[src/hdl/bmf_pkg.sv]
// Package with widths, gains and register indexes of the battery monitor filter.
package bmf_pkg;

  localparam int WINDOW_LENGTH = 5;

  localparam int CODE_W  = 12;
  localparam int POS_W   = (WINDOW_LENGTH > 1) ? $clog2(WINDOW_LENGTH) : 1;
  localparam int SUM_W   = CODE_W + ((WINDOW_LENGTH > 1) ? $clog2(WINDOW_LENGTH) : 0);

  localparam int VQ_W    = 13;
  localparam int CQ_W    = 15;
  localparam int CQX_W   = 17;
  localparam int CLIM_W  = 14;
  localparam int COUNT_W = 8;
  localparam int CFG_DATA_W  = 14;
  localparam int CFG_INDEX_W = 3;

  localparam int GAIN_SHIFT = 16;
  localparam int VGAIN   = 74800 / WINDOW_LENGTH;
  localparam int CGAIN   = 242090 / WINDOW_LENGTH;
  localparam int VGAIN_W = 17;
  localparam int CGAIN_W = 18;
  localparam int VPROD_W = SUM_W + VGAIN_W;
  localparam int CPROD_W = SUM_W + CGAIN_W;
  localparam int CURRENT_OFFSET = 1280;

  typedef enum logic [CFG_INDEX_W-1:0] {
    REG_LOW_CHECK_ENABLE  = 3'd0,
    REG_LOW_VOLTAGE_LIMIT = 3'd1,
    REG_CURRENT_LIMIT     = 3'd2,
    REG_LOW_RUN_LIMIT     = 3'd3,
    REG_REPORT_EVERY      = 3'd4
  } reg_index_t;

endpackage

[src/hdl/bmf_sample_if.sv]
// Input channel of the battery monitor filter: one sensor word per handshake.
interface bmf_sample_if;
  logic                       valid;
  logic                       ready;
  logic [bmf_pkg::CODE_W-1:0] voltage_code;
  logic [bmf_pkg::CODE_W-1:0] current_code;
  logic                       motor_stopped;

  modport source (output valid, output voltage_code, output current_code,
                  output motor_stopped, input ready);
  modport sink   (input valid, input voltage_code, input current_code,
                  input motor_stopped, output ready);
endinterface

[src/hdl/bmf_result_if.sv]
// Output channel of the battery monitor filter: one filtered word per handshake.
interface bmf_result_if;
  logic                            valid;
  logic                            ready;
  logic [bmf_pkg::VQ_W-1:0]        voltage_q10;
  logic signed [bmf_pkg::CQ_W-1:0] current_q10;
  logic                            over_current;
  logic                            battery_low;
  logic                            report_now;

  modport source (output valid, output voltage_q10, output current_q10,
                  output over_current, output battery_low, output report_now,
                  input ready);
  modport sink   (input valid, input voltage_q10, input current_q10,
                  input over_current, input battery_low, input report_now,
                  output ready);
endinterface

[src/hdl/bmf_window.sv]
// Moving window of converter codes with a running sum for one channel.
module bmf_window (
  input  logic                        clk,
  input  logic                        rst,
  input  logic                        load,
  input  logic [bmf_pkg::POS_W-1:0]   pos,
  input  logic [bmf_pkg::CODE_W-1:0]  code,
  output logic [bmf_pkg::SUM_W-1:0]   sum
);
  import bmf_pkg::*;

  logic [CODE_W-1:0] win [WINDOW_LENGTH];

  // The running sum drops the sample being overwritten and adds the new one,
  // which always equals the total of the window contents.
  always_ff @(posedge clk) begin
    if (rst) begin
      for (int i = 0; i < WINDOW_LENGTH; i++) begin
        win[i] <= '0;
      end
      sum <= '0;
    end else if (load) begin
      win[pos] <= code;
      sum      <= sum - SUM_W'(win[pos]) + SUM_W'(code);
    end
  end

endmodule

[src/hdl/battery_monitor_filter_top.sv]
// Top level of the battery monitor filter: windows, scaling, checks and report strobe.
//
//   channel  direction  contents
//   sample   in         voltage_code, current_code, motor_stopped
//   result   out        voltage_q10, current_q10, over_current, battery_low, report_now
//   config   in         write_enable, reg_index, write_data
//
// One word is accepted per cycle while no stall backs up the stages; each result passes
// through the window stage, the registered gain multipliers and the check stage.
// Synchronous reset clears the windows, sums, run count, report phase and latch,
// and restores the register defaults; no clearing pass is needed.
// A stalled result holds in the output register while the stages behind it keep
// filling; each stage moves when the one after it is empty or moving.
module battery_monitor_filter_top (
  input  logic                            clk,
  input  logic                            rst,
  bmf_sample_if.sink                      sample,
  bmf_result_if.source                    result,
  input  logic                            write_enable,
  input  logic [bmf_pkg::CFG_INDEX_W-1:0] reg_index,
  input  logic [bmf_pkg::CFG_DATA_W-1:0]  write_data
);
  import bmf_pkg::*;

  // Configuration registers.
  logic              low_check_enable;
  logic [VQ_W-1:0]   low_voltage_limit;
  logic [CLIM_W-1:0] current_limit;
  logic [COUNT_W-1:0] low_run_limit;
  logic [COUNT_W-1:0] report_every;

  always_ff @(posedge clk) begin
    if (rst) begin
      low_check_enable  <= 1'b1;
      low_voltage_limit <= VQ_W'(3686);
      current_limit     <= CLIM_W'(10240);
      low_run_limit     <= COUNT_W'(10);
      report_every      <= COUNT_W'(5);
    end else if (write_enable) begin
      unique case (reg_index)
        REG_LOW_CHECK_ENABLE:  low_check_enable  <= write_data[0];
        REG_LOW_VOLTAGE_LIMIT: low_voltage_limit <= write_data[VQ_W-1:0];
        REG_CURRENT_LIMIT:     current_limit     <= write_data[CLIM_W-1:0];
        REG_LOW_RUN_LIMIT:     low_run_limit     <= write_data[COUNT_W-1:0];
        REG_REPORT_EVERY:      report_every      <= write_data[COUNT_W-1:0];
        default: ;
      endcase
    end
  end

  // Stage handshake.
  logic v1, v2, v3;
  logic adv1, adv2, adv3;
  logic load;

  assign adv3 = !v3 || result.ready;
  assign adv2 = !v2 || adv3;
  assign adv1 = !v1 || adv2;
  assign sample.ready = adv1;
  assign load = sample.valid && adv1;

  // Stage 1: window update and running sums.
  logic [POS_W-1:0] pos;
  logic [POS_W-1:0] pos_next;
  logic [SUM_W-1:0] vsum1, csum1;
  logic             stopped1;

  assign pos_next = (pos == POS_W'(WINDOW_LENGTH - 1)) ? '0 : pos + POS_W'(1);

  always_ff @(posedge clk) begin
    if (rst) begin
      pos <= '0;
      v1  <= 1'b0;
    end else begin
      if (load) begin
        pos <= pos_next;
      end
      if (adv1) begin
        v1 <= sample.valid;
      end
    end
  end

  always_ff @(posedge clk) begin
    if (load) begin
      stopped1 <= sample.motor_stopped;
    end
  end

  bmf_window u_voltage_window (
    .clk  (clk),
    .rst  (rst),
    .load (load),
    .pos  (pos),
    .code (sample.voltage_code),
    .sum  (vsum1)
  );

  bmf_window u_current_window (
    .clk  (clk),
    .rst  (rst),
    .load (load),
    .pos  (pos),
    .code (sample.current_code),
    .sum  (csum1)
  );

  // Stage 2: gain multiplies and offset.
  logic [VPROD_W-1:0]     vprod;
  logic [CPROD_W-1:0]     cprod;
  logic [VQ_W-1:0]        vq2;
  logic signed [CQX_W-1:0] cq2;
  logic                   stopped2;

  assign vprod = VPROD_W'(vsum1) * VPROD_W'(VGAIN);
  assign cprod = CPROD_W'(csum1) * CPROD_W'(CGAIN);

  always_ff @(posedge clk) begin
    if (rst) begin
      v2 <= 1'b0;
    end else if (adv2) begin
      v2 <= v1;
    end
  end

  always_ff @(posedge clk) begin
    if (adv2 && v1) begin
      vq2      <= vprod[GAIN_SHIFT +: VQ_W];
      cq2      <= $signed({2'b00, cprod[GAIN_SHIFT +: CQ_W]}) - CQX_W'(CURRENT_OFFSET);
      stopped2 <= stopped1;
    end
  end

  // Stage 3: limit checks, low run, report phase and output register.
  logic [COUNT_W-1:0] low_run, low_run_next;
  logic [COUNT_W-1:0] phase, phase_next;
  logic               latched, latched_next;
  logic               over, report;
  logic               low_hit;
  logic [COUNT_W-1:0] run_inc;
  logic [COUNT_W-1:0] period;
  logic [COUNT_W:0]   phase_inc;
  logic               take3;

  assign take3 = adv3 && v2;

  always_comb begin
    over      = (cq2 >= $signed({3'b000, current_limit}));
    low_hit   = stopped2 && (vq2 < low_voltage_limit);
    run_inc   = (low_run == '1) ? low_run : low_run + COUNT_W'(1);
    period    = (report_every == '0) ? COUNT_W'(1) : report_every;
    phase_inc = {1'b0, phase} + (COUNT_W+1)'(1);

    low_run_next = low_run;
    latched_next = latched;
    phase_next   = phase;
    report       = 1'b0;

    if (!over) begin
      if (low_check_enable && low_hit) begin
        low_run_next = run_inc;
        if (run_inc > low_run_limit) begin
          latched_next = 1'b1;
        end
      end else begin
        low_run_next = '0;
      end
      report = (phase == '0);
      // A phase left at or past a shortened period wraps to zero here.
      phase_next = (phase_inc >= {1'b0, period}) ? '0 : phase_inc[COUNT_W-1:0];
    end
  end

  always_ff @(posedge clk) begin
    if (rst) begin
      v3      <= 1'b0;
      low_run <= '0;
      phase   <= '0;
      latched <= 1'b0;
    end else begin
      if (adv3) begin
        v3 <= v2;
      end
      if (take3) begin
        low_run <= low_run_next;
        phase   <= phase_next;
        latched <= latched_next;
      end
    end
  end

  always_ff @(posedge clk) begin
    if (take3) begin
      result.voltage_q10  <= vq2;
      result.current_q10  <= cq2[CQ_W-1:0];
      result.over_current <= over;
      result.battery_low  <= latched_next;
      result.report_now   <= report;
    end
  end

  assign result.valid = v3;

endmodule

[src/flat_wrapper.sv]
// flat-port wrapper written by rule: the top's interface ports become plain ports
module battery_monitor_filter_top_flat import bmf_pkg::*;
  (clk, rst, write_enable, reg_index, write_data, sample_valid, sample_voltage_code, sample_current_code, sample_motor_stopped, sample_ready, result_valid, result_voltage_q10, result_current_q10, result_over_current, result_battery_low, result_report_now, result_ready);
  bmf_sample_if sample_i ();
  bmf_result_if result_i ();
  input  logic clk;
  input  logic rst;
  input  logic write_enable;
  input  logic [bmf_pkg::CFG_INDEX_W-1:0] reg_index;
  input  logic [bmf_pkg::CFG_DATA_W-1:0] write_data;
  input wire logic [$bits(sample_i.valid)-1:0] sample_valid;
  input wire logic [$bits(sample_i.voltage_code)-1:0] sample_voltage_code;
  input wire logic [$bits(sample_i.current_code)-1:0] sample_current_code;
  input wire logic [$bits(sample_i.motor_stopped)-1:0] sample_motor_stopped;
  output wire logic [$bits(sample_i.ready)-1:0] sample_ready;
  output wire logic [$bits(result_i.valid)-1:0] result_valid;
  output wire logic [$bits(result_i.voltage_q10)-1:0] result_voltage_q10;
  output wire logic [$bits(result_i.current_q10)-1:0] result_current_q10;
  output wire logic [$bits(result_i.over_current)-1:0] result_over_current;
  output wire logic [$bits(result_i.battery_low)-1:0] result_battery_low;
  output wire logic [$bits(result_i.report_now)-1:0] result_report_now;
  input wire logic [$bits(result_i.ready)-1:0] result_ready;
  assign sample_i.valid = sample_valid;
  assign sample_i.voltage_code = sample_voltage_code;
  assign sample_i.current_code = sample_current_code;
  assign sample_i.motor_stopped = sample_motor_stopped;
  assign sample_ready = sample_i.ready;
  assign result_valid = result_i.valid;
  assign result_voltage_q10 = result_i.voltage_q10;
  assign result_current_q10 = result_i.current_q10;
  assign result_over_current = result_i.over_current;
  assign result_battery_low = result_i.battery_low;
  assign result_report_now = result_i.report_now;
  assign result_i.ready = result_ready;
  battery_monitor_filter_top u_core (.clk(clk), .rst(rst), .sample(sample_i), .result(result_i), .write_enable(write_enable), .reg_index(reg_index), .write_data(write_data));
endmodule
[config.mk]
export PLATFORM = sky130hd
export DESIGN_NAME = battery_monitor_filter_top_flat
export DESIGN_NICKNAME = d
export VERILOG_FILES = /design/src/hdl/bmf_pkg.sv /design/src/hdl/bmf_sample_if.sv /design/src/hdl/bmf_result_if.sv /design/src/hdl/bmf_window.sv /design/src/hdl/battery_monitor_filter_top.sv /design/src/flat_wrapper.sv
export SDC_FILE = /design/constraint.sdc
export NUM_CORES = 1
export LEC_CHECK = 0
export ABC_AREA = 1
export BUFFER_PORTS_ARGS = -buffer_cell sky130_fd_sc_hd__buf_2
export CAP_MARGIN = 10
export CORE_MARGIN = 10
export CORE_UTILIZATION = 45
export CTS_CLUSTER_DIAMETER = 80
export DETAILED_ROUTE_END_ITERATION = 6
export SYNTH_ARGS = -nofsm -noshare
export SYNTH_HDL_FRONTEND = slang
export SYNTH_SLANG_ARGS = --single-unit
export TNS_END_PERCENT = 100
[constraint.sdc]
create_clock -name clk -period 4.91 [get_ports clk]
set_input_delay 0.982 -clock clk [delete_from_list [all_inputs] [get_ports clk]]
set_output_delay 0.982 -clock clk [all_outputs]
set_load 0.05 [all_outputs]
; Word-level counts from Yosys, hierarchy flattened
; Memory sizes are Yosys's and may differ from the RTL's. A register that Yosys moved wholly into a read port is not among the register bits.
; Index checks and enable logic that the tools add are counted.
[classes]
n_addsub = 8
n_mul = 2
magnitude_cmp = 4
n_eq_ne = 6
n_mux = 23
bitwise_logic = 1
n_reduce_logical = 22
[ops]
columns = operator, count
row1 = $mux W8, 4
row2 = $add A15 B12 Y15, 2
row3 = $mul A15 B15 Y30 const B, 1
row4 = $sub A15 B12 Y15, 2
row5 = $mul A15 B10 Y25 const B, 1
row6 = $mux W12, 2
row7 = $reduce_or A12 Y1, 2
row8 = $mux W3, 7
row9 = $ge A17 B15 Y1, 1
row10 = $logic_not A8 Y1, 2
row11 = $sub A15 B11 Y16 const B, 1
row12 = $lt A13 B13 Y1, 1
row13 = $reduce_and A2 Y1, 6
row14 = $mux W1, 10
row15 = $add A8 B1 Y9 const B, 1
row16 = $ge A9 B8 Y1, 1
row17 = $add A8 B1 Y8 const B, 1
row18 = $eq A8 B8 Y1 const B, 1
row19 = $gt A8 B8 Y1, 1
row20 = $eq A3 B2 Y1 const B, 2
row21 = $eq A3 B3 Y1 const B, 2
row22 = $logic_and A1 B1 Y1, 5
row23 = $add A3 B1 Y3 const B, 1
row24 = $eq A3 B1 Y1 const B, 1
row25 = 4 further kinds, 8
[totals]
regBits = 160
ramBits = 120
input_bits = 47
out_inout_bits = 33
word_cells = 91
memories = 2
[mem_list]
columns = name, depth, word_bits, read_ports, rd_clocked_by_memory_dff, wr, line_no
row1 = u_core.u_current_window.win, 5, 12, 1, 1, 5, bmf_window.sv:12  ; logic [CODE_W-1:0] win [WINDOW_LENGTH];
row2 = u_core.u_voltage_window.win, 5, 12, 1, 1, 5, bmf_window.sv:12

; Depth between registers and ports, before layout
[logic_depth]
ltp_word = 10
depth_mapped = 29
depth_no_buf = 29

; Hierarchy
; Synthesis repeated with hierarchy kept, for this count alone.
[unflattened]
hier_cells = 2625
hier_area_um2 = 24363.4
[by_module_without_submodules]
columns = module, n_inst, cells_each, area_each_um2, seq_area_each_um2
row1 = battery_monitor_filter_top, 1, 1412, 13021.2, 3203.1
row2 = bmf_window at u_core.u_current_window, 1, 605, 5688.0, 3183.1
row3 = bmf_window at u_core.u_voltage_window, 1, 608, 5654.2, 3183.1

; Least setup slack after synthesis
; OpenSTA, ideal clock, no wires.
[synth_path]
path_type = reg2reg
startpoint = register u_core.u_current_window.sum[6] in the netlist's numbering
endpoint = register u_core.cq2[14], data pin
setup_time_ps = 252
arrival_time_ps = 5189
t_required_ps = 4658
path_slack_ps = -531
stages_incl_launch_ff = 29
path_buffers = 0
period_less_slack_ps = 5441
path_cell_list = dfxtp_1 > inv_1 > fa_1 > inv_1 > fa_1 > fa_1 > fa_1 > inv_1 > fa_1 > inv_1 > ha_1 > ha_1 > nand2_1 > nor2_1 > inv_1 > a21oi_1 > nor2_1 > nand2_1 > nand2_1 > nand2_1 > nand2_1 > and2_1 > ha_1 > inv_1 > nand3_2 > nand3_1 > nor2_1 > nand2_1 > nand2_1
[synth_via]
elab_chain_len = 2
[synth_rtl]
columns = element, line_no
row1 = "start, declared", bmf_window.sv:8  ; output logic [bmf_pkg::SUM_W-1:0] sum
row2 = "start signal, assigned", bmf_window.sv:24  ; sum <= sum - SUM_W'(win[pos]) + SUM_W'(code);
row3 = $mul A15 B15 Y30, battery_monitor_filter_top.sv:116  ; assign cprod = CPROD_W'(csum1) * CPROD_W'(CGAIN);
row4 = $sub A15 B11 Y16, battery_monitor_filter_top.sv:129  ; cq2 <= $signed({2'b00, cprod[GAIN_SHIFT +: CQ_W]}) - CQX_W'(CURRENT_OFFSET);
row5 = "end signal, assigned", battery_monitor_filter_top.sv:129
row6 = "end, declared", battery_monitor_filter_top.sv:112  ; logic signed [CQX_W-1:0] cq2;
; No other way between the ends.
; A chain may end at the register's enable or synchronous reset.

; Final worst setup path
[layout_path]
startpoint = register u_core.u_current_window.sum[5] in the netlist's numbering
endpoint = register u_core.cq2[14], data pin
; Same word-level chain as after synthesis.

==> impl_metrics.py <==
metrics = {
    "sta": {
        "setup_viol": 5,
        "fin_skew_ns": 0.0330,
        "clock.fmax_mhz": 200,
        "setup_ws_ns": -0.0867,
        "whs_ns": 0.424,
        "tightest_slew_ns": 1.07,
        "fin_setup_tns_ns": -0.208,
        "rsz0062_at_grt": "yes",
        "timing.final.crit_share_pct": 102,
        "hold_violations": 0,
        "slew_viol_final": 0,
        "layout_min_cycle_time_ns": 5.00,
        "max_slew_margin_pct": 28.8,
    },
    "logic_synthesis": {
        "synth_flop_cell": "edfxtp_1",
        "syn_inst": 2599,
        "ys_seq_elements": 354,
        "synth.most_common_cell": "inv_1",
        "synth_top_area_share_pct": 31.5,
        "async_flop_share_pct": 0,
        "synth.largest_area_cell": "edfxtp_1",
        "yosysWarnings": 0,
        "synth_cell_type_count": 42,
        "ys_seq_area_share_pct": 39.7,
        "synth_edf_count": 254,
        "syn_nets": 3070,
        "yosys-top-cells-area": "edfxtp_1 31%, ha_1 14%, fa_1 12%, dfxtp_1 8.3%, inv_1 6.3%",
        "avgSynthCellArea_um2": 9.33,
        "ys_top_cells_by_count": "405 x inv_1, 393 x nor2_1, 280 x ha_1, 280 x nand2_1, 254 x edfxtp_1",
        "synth_area_um2": 24200,
    },
    "run_status": {
        "violations": "negative setup slack",
        "status": "finished with violations",
    },
    "critical_path": {
        "critical-path-top-delay-family": "adder cells",
        "setup.worst_path.end_class": "register",
        "worstPathArrival_ns": 5.32,
        "cp_slowest_cell": "fa_1",
        "slowest_delay_ns": 0.54,
        "cp-start-kind": "register",
        "crit_required_ns": 5.24,
        "crit_fanout": 4,
        "path_class": "register to register",
        "critPathBufInv": 6,
        "rrSetupSlack_ns": -0.09,
    },
    "routing": {
        "vias": 18016,
        "wirelength_um": 57200,
        "ant_nets": 0,
        "drtIter0Drc": 959,
        "viasPerCell": 5.14,
        "drt-pass1-iter-count": 5,
        "drt-wirelength-per-cell_um": 16.3,
        "drc": 0,
    },
    "clock_network": {
        "clk_path_buf_depth": 3,
        "cts_tree": "yes",
        "cts_hold_buf": 0,
        "clkLatencyLatePin_ns": 0.59,
        "cts_buffers": 41,
        "h-tree-depth": 2,
        "clock_sinks": 354,
        "cts-root-buf": "clkbuf_16",
        "clk_pin_slew_ns": 0.06,
    },
    "placement": {
        "gp_congestion": 0.834,
        "io_buffers": 79,
        "dp_hpwl_um": 43600,
    },
    "global_route": {
        "grt_max_degree": 97,
        "grtUsageTotal_pct": 18.1,
        "gr-total-overflow": 0,
        "antenna_found_initial": 0,
        "grt_pass1_vias": 18420,
        "grt_pass1_wl_um": 94200,
    },
    "floorplanning": {
        "dieArea_um2": 63600,
        "die_w_um": 252,
        "initial_core_util_pct": 45.2,
        "pin_count": 80,
        "dieHeight_um": 252,
        "std_cell_rows": 85,
        "coreArea_um2": 53600,
    },
    "layout": {
        "areaGrowthSynthToFinish_pct": 15.8,
        "final_nets": 3251,
        "fin_util_pct": 52.4,
        "final.fill_count": 4948,
        "drive_gt1_share_pct": 14.4,
        "antenna_cells": 0,
    },
    "hold_path": {
        "hold_path_class": "register to register",
    },
    "job": {
        "maxCapViolCount": 0,
    },
}
[state kept, by name, summed over array words and instances (netlist names), 3 cells and up, named ones only]
| signal | count |
|---|---|
| u_core.u_current_window.win | 96 |
| u_core.u_voltage_window.win | 96 |
| u_core.cq2 | 16 |
| u_core.result.current_q10 | 15 |
| u_core.u_current_window.sum | 15 |
| u_core.u_voltage_window.sum | 15 |
| u_core.current_limit | 14 |
| u_core.low_voltage_limit | 13 |
| u_core.result.voltage_q10 | 13 |
| u_core.vq2 | 13 |
| u_core.low_run | 8 |
| u_core.low_run_limit | 8 |
| u_core.phase | 8 |
| u_core.report_every | 8 |
| u_core.pos | 3 |
[repair_timing]
item / 4_1_cts / 5_1_grt
gates resized for setup: 38 / 55
cloned: 0 / 0
setup buffers: 4 / 5
endpoints found under the setup margin: 8 / 14
hold endpoints to repair: 0 / 0
pin swaps: 19 / 19
[logic make-up (layout without fill, tap and decap cells)]
group	Yosys count	after routing	synth area share, %
AO/OA/AOI/OAI	466	466	10.4
XOR/XNOR	56	56	2.02
adder cells (fa/ha/maj)	424	424	26.3
buffers and inverters	480	691	7.55
flip-flops	354	354	39.7
AND/OR/NAND/NOR	819	819	14.0
[worst paths after layout]
check / startpoint / end / depth (start not counted)
max: u_core.u_current_window.sum[5] / u_core.cq2[14] / 28
min: u_core.stopped1 / u_core.stopped2 / 0
max reg2reg: u_core.u_current_window.sum[5] / u_core.cq2[14] / 28
min reg2reg: u_core.stopped1 / u_core.stopped2 / 0
[cells in the final DEF, fill, tap and decap left out, drive strengths merged]
cell type and n:
ha 280, nor4 4, a211oi 5, nor3b 1, nor3 23, buf 210, or2 1, o211ai 13
nand3b 4, a41o 1, a21boi 1, xor2 33, inv 409, dfxtp 100, nand4 21, nand2 285
xnor2 23, edfxtp 254, o21a 5, clkinv 21, and2 5, nor2 398, bufinv 1, a31oi 30
o21bai 7, and3 3, clkbuf 48, o31ai 5, a21oi 160, nand3 74, a21o 10, o22ai 24
o21ai 205, fa 144, clkinvlp 2
[area by class of cell]
cell class                 instances  area, µm²  share of cell area [%]
multi-input combinational       1765      13300                    47.3
inverter                         408       1540                    5.48
timing repair buffer             210       1430                    5.10
clock inverter                    25        211                   0.753
sequential                       354       9670                    34.4
clock buffer                      48       1070                    3.82
tap                              696        871                    3.10
[stage by stage]
step | instances | instance area (µm²) | setup WS (ns)
3_5_place_dp | 3424 | 26300 | -0.296
6_report | 3506 | 28100 | -0.0867
5_1_grt | 3506 | 28100 | -0.322
2_1_floorplan | 2599 | 24400 | -0.0674
4_1_cts | 3501 | 27800 | -0.125
3_3_place_gp | 3424 | 26300 | -0.208
[routing by layer]
metal / share of wire [%] / track usage (%) / up-vias
li1: - / - / 9002
met1: 45 / 23.5 / 8616
met2: 48 / 31.4 / 329
met3: 4.4 / 2.58 / 69
met4: 1.7 / 4.10 / 0
met5: 0 / 0 / -
Power is not shown: default switching activity piles up to over one toggle a cycle in this logic, so the estimate is an artifact.
